<file path="src/sv/stfc_pkg.sv">
`timescale 1ns / 1ps

package stfc_pkg;

	// Table size: slot 0 is never used, so there is one cell for each of slots 1 to BAY_COUNT-1.
	localparam int BAY_COUNT = 16;
	localparam int CELLS     = BAY_COUNT - 1;
	localparam int CNT_W     = $clog2(CELLS + 1);

	// Fixed field widths.
	localparam int CMD_W     = 2;
	localparam int PAYLOAD_W = 32;
	localparam int SLOT_W    = 4;
	localparam int STATUS_W  = 3;
	localparam int SLOT_LIM  = 1 << SLOT_W;

	// Command codes. The unused code answers as an invalid request.
	typedef enum logic [CMD_W-1:0] {
		CMD_STORE       = 2'd0,
		CMD_RETRIEVE    = 2'd1,
		CMD_CONSOLIDATE = 2'd2
	} stfc_cmd_e;

	// Status codes.
	typedef enum logic [STATUS_W-1:0] {
		STAT_STORED       = 3'd0,
		STAT_NO_ROOM      = 3'd1,
		STAT_RETRIEVED    = 3'd2,
		STAT_INVALID      = 3'd3,
		STAT_CONSOLIDATED = 3'd4
	} stfc_status_e;

	// Controller states.
	typedef enum logic {
		S_IDLE,
		S_EXEC
	} stfc_state_e;

	// Request payload.
	typedef struct packed {
		logic [CMD_W-1:0]     command;
		logic [PAYLOAD_W-1:0] payload_in;
		logic [SLOT_W-1:0]    slot_number;
	} stfc_req_t;

	// Response payload.
	typedef struct packed {
		logic [STATUS_W-1:0]  status;
		logic [SLOT_W-1:0]    slot_out;
		logic [PAYLOAD_W-1:0] payload_out;
		logic                 payload_valid;
	} stfc_rsp_t;

	// Controls broadcast to every cell.
	typedef struct packed {
		logic store_en;
		logic retr_en;
		logic shift_en;
	} stfc_ctl_t;

	// What the cell row reports back to the controller.
	typedef struct packed {
		logic                 any_free;
		logic [SLOT_W-1:0]    claim_slot;
		logic                 hit_occ;
		logic [PAYLOAD_W-1:0] hit_payload;
	} stfc_look_t;

endpackage

</file>
<file path="src/sv/stfc_cell.sv">
`timescale 1ns / 1ps

module stfc_cell (
	input  logic                           clk,
	input  logic                           arst_n,
	input  stfc_pkg::stfc_ctl_t            ctl,
	input  logic [stfc_pkg::PAYLOAD_W-1:0] store_data,
	input  logic                           hit,
	input  logic                           empty_below,
	input  logic                           up_occ,
	input  logic [stfc_pkg::PAYLOAD_W-1:0] up_payload,
	output logic                           empty_out,
	output logic                           claim,
	output logic                           occ,
	output logic [stfc_pkg::PAYLOAD_W-1:0] payload
);

	logic                           occ_q;
	logic [stfc_pkg::PAYLOAD_W-1:0] payload_q;
	logic                           take;

	// The lowest empty cell claims a store; every cell at or above the lowest hole
	// takes its upper neighbor during a compaction step.
	assign empty_out = empty_below | ~occ_q;
	assign claim     = ~occ_q & ~empty_below;
	assign take      = empty_out;
	assign occ       = occ_q;
	assign payload   = payload_q;

	// Occupied mark.
	always_ff @(posedge clk or negedge arst_n) begin
		if (!arst_n) begin
			occ_q <= 1'b0;
		end else if (ctl.shift_en && take) begin
			occ_q <= up_occ;
		end else if (ctl.store_en && claim) begin
			occ_q <= 1'b1;
		end else if (ctl.retr_en && hit) begin
			occ_q <= 1'b0;
		end
	end

	// Payload word.
	always_ff @(posedge clk) begin
		if (ctl.shift_en && take) begin
			payload_q <= up_payload;
		end else if (ctl.store_en && claim) begin
			payload_q <= store_data;
		end
	end

endmodule

</file>
<file path="src/sv/stfc_ctrl.sv">
`timescale 1ns / 1ps

module stfc_ctrl (
	input  logic                  clk,
	input  logic                  arst_n,
	input  logic                  req_valid,
	output logic                  req_ready,
	input  stfc_pkg::stfc_req_t   req_data,
	output logic                  rsp_valid,
	input  logic                  rsp_ready,
	output stfc_pkg::stfc_rsp_t   rsp_data,
	output stfc_pkg::stfc_req_t   req_held,
	output stfc_pkg::stfc_ctl_t   ctl,
	input  stfc_pkg::stfc_look_t  look
);

	stfc_pkg::stfc_state_e         state_q;
	stfc_pkg::stfc_state_e         state_d;
	stfc_pkg::stfc_req_t           req_q;
	stfc_pkg::stfc_rsp_t           rsp_q;
	stfc_pkg::stfc_rsp_t           rsp_d;
	logic                          rsp_valid_q;
	logic [stfc_pkg::CNT_W-1:0]    cnt_q;
	logic                          rsp_free;
	logic                          compact_run;
	logic                          fire;
	logic                          is_store;
	logic                          is_retr;
	logic                          is_cons;

	assign is_store    = req_q.command == stfc_pkg::CMD_STORE;
	assign is_retr     = req_q.command == stfc_pkg::CMD_RETRIEVE;
	assign is_cons     = req_q.command == stfc_pkg::CMD_CONSOLIDATE;
	assign rsp_free    = ~rsp_valid_q | rsp_ready;
	assign compact_run = (state_q == stfc_pkg::S_EXEC) && is_cons
		&& (cnt_q != stfc_pkg::CNT_W'(stfc_pkg::CELLS));
	assign fire        = (state_q == stfc_pkg::S_EXEC) && !compact_run && rsp_free;

	// Next state.
	always_comb begin
		state_d = state_q;
		case (state_q)
			stfc_pkg::S_IDLE: begin
				if (req_valid) state_d = stfc_pkg::S_EXEC;
			end
			stfc_pkg::S_EXEC: begin
				if (fire) state_d = stfc_pkg::S_IDLE;
			end
			default: state_d = stfc_pkg::S_IDLE;
		endcase
	end

	// Outputs toward the channels and the cell row.
	always_comb begin
		req_ready    = state_q == stfc_pkg::S_IDLE;
		ctl.shift_en = compact_run;
		ctl.store_en = fire && is_store;
		ctl.retr_en  = fire && is_retr;
	end

	// Response word for the held request.
	always_comb begin
		rsp_d = '0;
		case (req_q.command)
			stfc_pkg::CMD_STORE: begin
				if (look.any_free) begin
					rsp_d.status   = stfc_pkg::STAT_STORED;
					rsp_d.slot_out = look.claim_slot;
				end else begin
					rsp_d.status = stfc_pkg::STAT_NO_ROOM;
				end
			end
			stfc_pkg::CMD_RETRIEVE: begin
				if (look.hit_occ) begin
					rsp_d.status        = stfc_pkg::STAT_RETRIEVED;
					rsp_d.payload_out   = look.hit_payload;
					rsp_d.payload_valid = 1'b1;
				end else begin
					rsp_d.status = stfc_pkg::STAT_INVALID;
				end
			end
			stfc_pkg::CMD_CONSOLIDATE: begin
				rsp_d.status = stfc_pkg::STAT_CONSOLIDATED;
			end
			default: begin
				rsp_d.status = stfc_pkg::STAT_INVALID;
			end
		endcase
	end

	// Control registers: state, compaction step count, response valid.
	always_ff @(posedge clk or negedge arst_n) begin
		if (!arst_n) begin
			state_q     <= stfc_pkg::S_IDLE;
			cnt_q       <= '0;
			rsp_valid_q <= 1'b0;
		end else begin
			state_q <= state_d;
			if (fire) begin
				cnt_q <= '0;
			end else if (compact_run) begin
				cnt_q <= cnt_q + 1'b1;
			end
			if (fire) begin
				rsp_valid_q <= 1'b1;
			end else if (rsp_ready) begin
				rsp_valid_q <= 1'b0;
			end
		end
	end

	// Held request and response payload.
	always_ff @(posedge clk) begin
		if (req_valid && req_ready) req_q <= req_data;
		if (fire) rsp_q <= rsp_d;
	end

	assign req_held  = req_q;
	assign rsp_valid = rsp_valid_q;
	assign rsp_data  = rsp_q;

`ifndef SYNTHESIS
	// An accepted request always moves the controller into execution.
	a_accept_exec: assert property (@(posedge clk) disable iff (!arst_n)
		req_valid && req_ready |=> state_q == stfc_pkg::S_EXEC)
		else $error("accepted request did not start execution");

	// A compaction step never coincides with a store or retrieve update.
	a_ctl_excl: assert property (@(posedge clk) disable iff (!arst_n)
		ctl.shift_en |-> !(ctl.store_en || ctl.retr_en))
		else $error("compaction step overlaps a table update");

	// The step counter never runs past the cell count.
	a_cnt_range: assert property (@(posedge clk) disable iff (!arst_n)
		cnt_q <= stfc_pkg::CNT_W'(stfc_pkg::CELLS))
		else $error("compaction counter out of range");

	// A new response appears only when execution finishes.
	a_rsp_from_exec: assert property (@(posedge clk) disable iff (!arst_n)
		!rsp_valid_q ##1 rsp_valid_q |-> $past(state_q == stfc_pkg::S_EXEC))
		else $error("response raised outside execution");

	// A compacted table answers only after all steps have run.
	a_cons_done: assert property (@(posedge clk) disable iff (!arst_n)
		fire && is_cons |-> cnt_q == stfc_pkg::CNT_W'(stfc_pkg::CELLS))
		else $error("consolidate answered before compaction finished");
`endif

endmodule

</file>
<file path="src/sv/slot_table_first_fit_compact.sv">
`timescale 1ns / 1ps

// Slot table with first-fit store, retrieve by slot number and order-keeping compaction.
// A request (command, payload_in, slot_number) enters on req_valid/req_ready; one
// response (status, slot_out, payload_out, payload_valid) leaves on rsp_valid/rsp_ready
// for every request. The table is a row of BAY_COUNT-1 cells, one per slot from 1 up.
// Store and retrieve search the row in the execute state; once the response register is
// free, the cells update and the response is registered, raising rsp_valid, and the
// controller goes back to idle to accept the next request. Consolidate first shifts every
// cell above the lowest hole down by one neighbor per cycle for BAY_COUNT-1 steps and then
// answers, once the response register is free; that step count sets the worst case.
// One request is in work at a time; req_ready is high while the controller is idle.
// The response register holds a finished response while the receiver stalls, and the
// next request is accepted meanwhile; it finishes once that register is free.
// Reset clears every occupied mark, the controller and the response valid; payload
// words are not cleared and are only read from occupied slots.
module slot_table_first_fit_compact (
	input  logic                clk,
	input  logic                arst_n,
	input  logic                req_valid,
	output logic                req_ready,
	input  stfc_pkg::stfc_req_t req_data,
	output logic                rsp_valid,
	input  logic                rsp_ready,
	output stfc_pkg::stfc_rsp_t rsp_data
);

	stfc_pkg::stfc_req_t           req_held;
	stfc_pkg::stfc_ctl_t           ctl;
	stfc_pkg::stfc_look_t          look;
	logic [stfc_pkg::CELLS:0]      empty_chain;
	logic [stfc_pkg::CELLS:0]      occ_up;
	logic [stfc_pkg::PAYLOAD_W-1:0] pay_up [stfc_pkg::CELLS+1];
	logic [stfc_pkg::CELLS-1:0]    claim;
	logic [stfc_pkg::CELLS-1:0]    hit;
	logic [stfc_pkg::CELLS-1:0]    occ;
	logic [stfc_pkg::PAYLOAD_W-1:0] payload [stfc_pkg::CELLS];

	// Controller: handshakes, sequencing and response formatting.
	stfc_ctrl u_ctrl (
		.clk       (clk),
		.arst_n    (arst_n),
		.req_valid (req_valid),
		.req_ready (req_ready),
		.req_data  (req_data),
		.rsp_valid (rsp_valid),
		.rsp_ready (rsp_ready),
		.rsp_data  (rsp_data),
		.req_held  (req_held),
		.ctl       (ctl),
		.look      (look)
	);

	// Ends of the chain: nothing empty below slot 1, nothing above the top cell.
	assign empty_chain[0]              = 1'b0;
	assign occ_up[stfc_pkg::CELLS]     = 1'b0;
	assign pay_up[stfc_pkg::CELLS]     = '0;

	// Row of cells; cell k holds slot k+1 and hands its contents down to cell k-1.
	for (genvar k = 0; k < stfc_pkg::CELLS; k++) begin : g_cell
		assign hit[k] = ((k + 1) < stfc_pkg::SLOT_LIM)
			&& (req_held.slot_number == stfc_pkg::SLOT_W'(k + 1));
		assign occ_up[k] = occ[k];
		assign pay_up[k] = payload[k];

		stfc_cell u_cell (
			.clk         (clk),
			.arst_n      (arst_n),
			.ctl         (ctl),
			.store_data  (req_held.payload_in),
			.hit         (hit[k]),
			.empty_below (empty_chain[k]),
			.up_occ      (occ_up[k+1]),
			.up_payload  (pay_up[k+1]),
			.empty_out   (empty_chain[k+1]),
			.claim       (claim[k]),
			.occ         (occ[k]),
			.payload     (payload[k])
		);
	end

	// Collect the claiming slot number and the addressed payload from the row.
	always_comb begin
		look.any_free    = empty_chain[stfc_pkg::CELLS];
		look.claim_slot  = '0;
		look.hit_occ     = 1'b0;
		look.hit_payload = '0;
		for (int k = 0; k < stfc_pkg::CELLS; k++) begin
			if (claim[k]) look.claim_slot = look.claim_slot | stfc_pkg::SLOT_W'(k + 1);
			if (hit[k] && occ[k]) begin
				look.hit_occ     = 1'b1;
				look.hit_payload = look.hit_payload | payload[k];
			end
		end
	end

endmodule

</file>
<file path="config.mk">
export PLATFORM = sky130hd
export DESIGN_NAME = slot_table_first_fit_compact
export DESIGN_NICKNAME = d
export VERILOG_FILES = /design/src/sv/stfc_pkg.sv /design/src/sv/stfc_cell.sv /design/src/sv/stfc_ctrl.sv /design/src/sv/slot_table_first_fit_compact.sv
export SDC_FILE = /design/constraint.sdc
export NUM_CORES = 1
export LEC_CHECK = 0
export BUFFER_PORTS_ARGS = -buffer_cell sky130_fd_sc_hd__buf_2
export CAP_MARGIN = 20
export CELL_PAD_IN_SITES_DETAIL_PLACEMENT = 0
export CELL_PAD_IN_SITES_GLOBAL_PLACEMENT = 1
export CORE_UTILIZATION = 55
export CTS_CLUSTER_DIAMETER = 40
export DETAILED_ROUTE_END_ITERATION = 10
export GPL_TIMING_DRIVEN = 0
export PLACE_DENSITY_LB_ADDON = 0.05
export SETUP_SLACK_MARGIN = 0.3
export SYNTH_ARGS = -nofsm -noshare
export SYNTH_HDL_FRONTEND = slang
export SYNTH_SLANG_ARGS = --single-unit
</file>
<file path="constraint.sdc">
create_clock -name clk -period 6.8 [get_ports clk]
set_clock_uncertainty 0.05 [all_clocks]
set_input_delay 1.02 -clock clk [delete_from_list [all_inputs] [get_ports clk]]
set_output_delay 1.02 -clock clk [all_outputs]
set_load 0.01 [all_outputs]
</file>
==> qor.yml, run 1 <==
via_count: 18510
power.leakage_nw: 11.19
antenna_left: 0
seqCellArea_um2: 16960
drive_gt1_frac: 0.3927
rows: 81
port-buffer-count: 83
drt-total-wl_um: 89480
ys_warn_count: 0
synth_seq_cells: 579
cts_made_buffers: 90
worst_slack_ns: 3.326
path_class: "reg -> reg"
dp_hpwl_um: 56000
grt_max_degree: 22
multi_input_area_um2: 9447
worstSetupEndpointType: "register"
rr_worst_depth: 5
synth-seq-area-share: 0.6240
ios: 84
synth-edff-count: 526
maxSlewViolCount: 0
drc_errors: 0
synth_area_um2: 27180
synth_area_leaders: "edfxtp_1 (58%), mux2_2 (17%), a22oi_1 (5.4%)"
drt-initial-drc-count: 2627
finalCriticalPeriod_ns: 3.474
wire_per_inst_um: 32.69
setup_viol: 0
htreeDepth: 3
first_pass_iters: 6
place.gp.congestion: 0.9169
cts_hold_buffers: 0
ys_types: 66
antenna_found_initial: 0
vias_per_cell: 6.764
vdd_drop_max_mv: 0.2319
post_cts_buffers: 0
tightest_slew_ns: 1.138
grt_pass1_wl_um: 127400
clk_pin_slew_ns: 0.06
gr-total-overflow: 0
worst_setup_path_start_kind: "register"
rsz0062_at_grt: "false"
initial_core_util: 0.5564
syn_inst: 1794
synth_area_leader_cell: "edfxtp_1"
synth-async-reset-ratio: 0.03627
cts.sinks: 579
cts.repair.resized: 0
clkLatencyLatePin_ns: 0.63
required_ns: 7.12
die-area_um2: 50310
grtUsageTotal: 0.3567
antennaDiodeCount: 0
die_x_um: 224.3
crit_fanout: 10
mostFrequentLayoutCells: "edfxtp_1 (526), mux2_2 (412), a22oi_1 (196)"
min_path_type: "in -> async"
cts_tree: "built"
avgSynthCellArea_um2: 15.15
powerDensity_nw_per_um2: 399.6
synth_top_area_frac: 0.5811
fin_util: 0.6597
layout.nets: 2040
syn2layout_area_growth_pct: 18.56
n_fill_cell: 3571
hold_violations: 0
min_period_over_period: 0.5109
root_buffer: "clkbuf_16"
slew_headroom: 0.2413
grt_pass1_vias: 18320
status: "completed"
drv_cap: 0
final_common_cell: "edfxtp_1"
max_freq_mhz: 287.8
arrival_ns: 3.80
clockBufferDepth: 3
core_um2: 48850
pre_cts_slack_ns: 2.973
synth_flop_cell: "edfxtp_1"
synth_fp_nets: 1837
die_height_um: 224.3
final cells by class:
| type | instances | share of cell area |
|---|---|---|
| Clock inverter | 69 | 0.02229 |
| Tap cell | 664 | 0.02578 |
| Timing Repair Buffer | 111 | 0.03262 |
| Clock buffer | 99 | 0.07191 |
| Inverter | 10 | 0.001165 |
| Buffer | 164 | 0.02675 |
| Multi-Input combinational cell | 1041 | 0.2931 |
| Sequential cell | 579 | 0.5263 |
report_power, final:
part | switching (mW) | internal [mW]
Sequential | 0.367 | 4.81
Clock | 1.80 | 2.85
Combinational | 1.82 | 1.22
Total | 3.99 | 8.89
metrics by stage:
stage | setup TNS [ns] | std cells | total power [mW] | cell area, um^2 | hold WS [ns]
3_3_place_gp | -69.07 | 2541 | 7.983 | 28430 | 0.4464
5_1_grt | 0 | 2737 | 13.21 | 32220 | 0.3487
4_1_cts | 0 | 2737 | 12.84 | 32220 | 0.3133
3_5_place_dp | 0 | 2569 | 8.202 | 29190 | 0.4594
6_report | 0 | 2737 | 12.88 | 32220 | 0.3162
2_1_floorplan | 0 | 1794 | 6.901 | 27180 | 0.4293
sequential cells by signal, summed over array words and instances (netlist names):
| name | cells |
|---|---|
| g_cell.u_cell.payload | 480 |
| u_ctrl.rsp_data | 40 |
| u_ctrl.cnt_q | 4 |
| g_cell.u_cell.occ | 15 |
| u_ctrl.state_q | 1 |
| u_ctrl.req_held | 38 |
| u_ctrl.rsp_valid | 1 |
Yosys cell counts, types with 32 or more instances:
cell      instances
buf_2            36
nor2_1           55
nand4_1          37
edfxtp_1        526
dfxtp_1          32
o21a_1           35
mux2i_1          34
clkbuf_1         90
a222oi_1         32
a22oi_1         197
mux2_2          412
nand3_1          41
path summary, 6_finish.rpt:
kind / startpoint / end / slack [ns]
setup / recovery: u_ctrl.state_q / g_cell[0].u_cell.payload[18] / 3.33
hold / removal: arst_n / g_cell[4].u_cell.occ / 0.32
setup reg to reg: u_ctrl.state_q / g_cell[0].u_cell.payload[18] / 3.33
hold reg to reg: g_cell[14].u_cell.payload[2] / g_cell[14].u_cell.payload[2] / 0.47
max in group asynchronous: arst_n / g_cell[13].u_cell.occ / 6.02
min in group clk: g_cell[14].u_cell.payload[2] / g_cell[14].u_cell.payload[2] / 0.47
worst max-delay path: stages, from the launching register on:
cell and delay [ns]:
dfrtp_1 0.31, clkbuf_1 0.44, nand3_1 0.55, nor2_1 0.88, buf_2 0.55, mux2_2 0.40
kinds of logic after synthesis:
logic type               synth area share
AND/OR/NAND/NOR                   0.04355
AO/OA/AOI/OAI                     0.09566
flip-flops                         0.6240
buffers and inverters             0.03310
multiplexers                       0.2026
XOR/XNOR                        0.0006446
adder cells (fa/ha/maj)         0.0004603
routing by layer:
metal	wire, um	track usage	up-vias	share of wire
li1	-	-	7617	-
met1	36050	0.4940	9422	0.40
met2	41100	0.5558	1249	0.46
met3	8967	0.07681	224	0.10
met4	3366	0.1310	0	0.038
met5	0	0	-	0
Note: power is estimated with default switching activity, not from simulation.
==> run 2: changes to the inputs <==
--- a/config.mk
+++ b/config.mk
@@ -9,7 +9,7 @@
 export CAP_MARGIN = 20
 export CELL_PAD_IN_SITES_DETAIL_PLACEMENT = 0
 export CELL_PAD_IN_SITES_GLOBAL_PLACEMENT = 1
-export CORE_UTILIZATION = 55
+export CORE_UTILIZATION = 48
 export CTS_CLUSTER_DIAMETER = 40
 export DETAILED_ROUTE_END_ITERATION = 10
 export GPL_TIMING_DRIVEN = 0
==> constraint.sdc (replaced) <==
create_clock -name clk -period 3.07 [get_ports clk]
set_clock_uncertainty 0.05 [all_clocks]
set_input_delay 0.4605 -clock clk [delete_from_list [all_inputs] [get_ports clk]]
set_output_delay 0.4605 -clock clk [all_outputs]
set_load 0.01 [all_outputs]
==> qor.yml, run 2 (synthesized netlist as in run 1, its figures left out) <==
status: "completed"
powerDensity_nw_per_um2: 894.1  # +120%
maxSlewViolCount: 0  # unchanged
min_path_type: "in -> async"
setup_viol: 0  # unchanged
placedInstanceArea_um2: 29230  # +0.15%
layout.nets: 2107  # +3.3%
p_sw_mw: 9.056  # +130%
grt_pass1_wl_um: 132400  # +3.9%
vias_per_cell: 6.429  # -4.9%
arrival_ns: 3.07  # -0.73 ns
htreeDepth: 3  # unchanged
cts_tree: "built"
timing.hold.ws_ns: 0.3040  # -0.01216 ns
syn2layout_area_growth_pct: 23.70
tightest_slew_ns: 0.8215  # -0.3165 ns
antenna_left: 0  # unchanged
worst_setup_path_start_kind: "register"
core_um2: 55520  # +14%
path_class: "reg -> reg"
antenna_found_initial: 0  # unchanged
crit_fanout: 10  # unchanged
place.gp.congestion: 0.8846  # -3.5%
ios: 84  # unchanged
fin_util: 0.6056  # -0.05412
port-buffer-count: 83  # unchanged
vdd_drop_max_mv: 0.5013  # +120%
r2r_setup_slack_ns: 0.34  # -2.98 ns
p_sw_frac: 0.3012  # -0.008380
mostFrequentLayoutCells: "edfxtp_1 (526), mux2_2 (412), a22oi_1 (196)"
grtUsageTotal: 0.3280  # -0.02876
clockBufferDepth: 3  # unchanged
first_pass_iters: 8  # +2
wire_per_inst_um: 32.21  # -1.5%
largest_reg_flops: 480  # unchanged
p_clk_frac: 0.384  # +0.023
initial_core_util: 0.4895  # -0.06688
min_period_over_period: 0.8888  # +0.3779
power.leakage_nw: 11.90  # +6.3%
drt-initial-drc-count: 2487  # -5.3%
die-area_um2: 57580  # +14%
worst_path_largest_cell_delay_ns: 0.55  # -0.33 ns
rr_worst_depth: 6  # +1
max_freq_mhz: 366.5  # +27%
via_count: 18620  # +0.58%
met2_usage: 0.5196  # -0.03618
grt_max_degree: 23  # +4.5%
final_common_cell: "edfxtp_1"
drt-total-wl_um: 93270  # +4.2%
cp_num_buf_inv: 2  # unchanged
rsz0062_at_grt: "false"
slew_headroom: 0.4523  # +0.2110
pwr-share-seq: 0.381  # -0.021
dp_hpwl_um: 57720  # +3.1%
antennaDiodeCount: 0  # unchanged
top_usage_layer: "met2"
path_depth: 6  # +1
cts.sinks: 579  # unchanged
gr-total-overflow: 0  # unchanged
cp_top_family: "buffers and inverters"
rows: 86  # +6.2%
clk_pin_slew_ns: 0.05  # about the same
n_fill_cell: 4372  # +22%
cts_made_buffers: 96  # +6.7%
use_met3: 0.07279  # -0.004023
crit_chain: "and2b_2, and3_2, buf_4, o21ai_2, buf_2, mux2_2"
finalInstanceArea_um2: 33620  # +4.3%
drv_cap: 0  # unchanged
drc_errors: 0  # unchanged
grt_pass1_vias: 18690  # +2.0%
finalCriticalPeriod_ns: 2.729  # -0.7455 ns
required_ns: 3.41  # -3.71 ns
worstSetupEndpointType: "register"
root_buffer: "clkbuf_16"
hold_violations: 0  # unchanged
drive_gt1_frac: 0.4236  # +0.03098
met1_usage: 0.4390  # -0.05501
clkLatencyLatePin_ns: 0.66  # +0.03 ns
combPwrFrac: 0.234  # -0.002
cpMaxStageDelayCell: "buf_2"
die_x_um: 240.0  # +7.0%
die_height_um: 240.0  # +7.0%
p_int_mw: 21.01  # +140%
run 2: changes by cell type in the layout (fill, tap and decap cells not counted), moves of 8 or more:
| cell | change |
|---|---|
| clkbuf_4 | +9 |
| buf_12 | +14 |
| dlygate4sd3_1 | +40 |
| clkbuf_1 | -46 |
| buf_4 | +13 |
| clkbuf_16 | +10 |
| inv_6 | -8 |
| clkbuf_2 | +43 |
run 2: layout make-up:
cell class | instances | area (um^2) | share of cell area
Clock inverter | 71 | 874.6 | 0.02601
Inverter | 10 | 37.54 | 0.001116
Buffer | 164 | 967.2 | 0.02877
Clock buffer | 111 | 2585 | 0.07688
Timing Repair Buffer | 172 | 1724 | 0.05128
Tap cell | 748 | 935.9 | 0.02784
Sequential cell | 579 | 16960 | 0.5045
Multi-Input combinational cell | 1041 | 9537 | 0.2836
run 2: per-stage QoR:
step	TNS (ns)	total power, mW	worst slack, ns	cells
floorplan	-25.92	15.30	-0.2210	1794
global placement	-758.88	17.78	-3.468	2625
detailed placement	-52.96	18.21	-0.3369	2651
CTS	0	29.96	0.2709	2888
global route	0	30.92	0.3028	2896
finish	0	30.06	0.3414	2896
run 2: routing by layer:
layer / wire [um] / vias up
met5: 0 / -
met4: 3588 / 0
met3: 8839 / 255
met2: 43410 / 1093
met1: 37430 / 9486
li1: - / 7785
run 2: worst paths after layout:
check | end | start
worst max-delay path | g_cell[3].u_cell.payload[27] | u_ctrl.req_held[37]
worst min-delay path | g_cell[2].u_cell.occ | arst_n
worst max register to register | g_cell[3].u_cell.payload[27] | u_ctrl.req_held[37]
worst min register to register | g_cell[14].u_cell.payload[11] | g_cell[14].u_cell.payload[11]
max in group asynchronous | g_cell[13].u_cell.occ | arst_n
min in group clk | u_ctrl.rsp_data[34] | rsp_ready
run 2: worst reg2reg max path, delay by kind of cell, from the launching register on:
family | cells | cell delay, ns
and+or+nand+nor | 2 | 0.54
DFF | 1 | 0.47
buffers and inverters | 2 | 0.75
muxes | 1 | 0.41
AOI/OAI and AO/OA | 1 | 0.26
run 2: power by group through the flow:
stage	combinational (mW)	sequential (mW)	clock, mW
floorplan	3.92	11.4	0
global placement	6.11	11.7	0
detailed placement	6.64	11.6	0
CTS	6.89	11.4	11.6
global route	7.35	11.6	12.0
finish	7.05	11.5	11.6
run 2: repair_timing:
item                                    in CTS  in global routing
endpoints found under the setup margin     514                402
resized for setup                           56                 45
hold endpoints to repair                    60                  0
buffers inserted                            15                  8
pin swaps                                   11                  3
gates cloned                                 0                  0
hold buffers                                40                  0
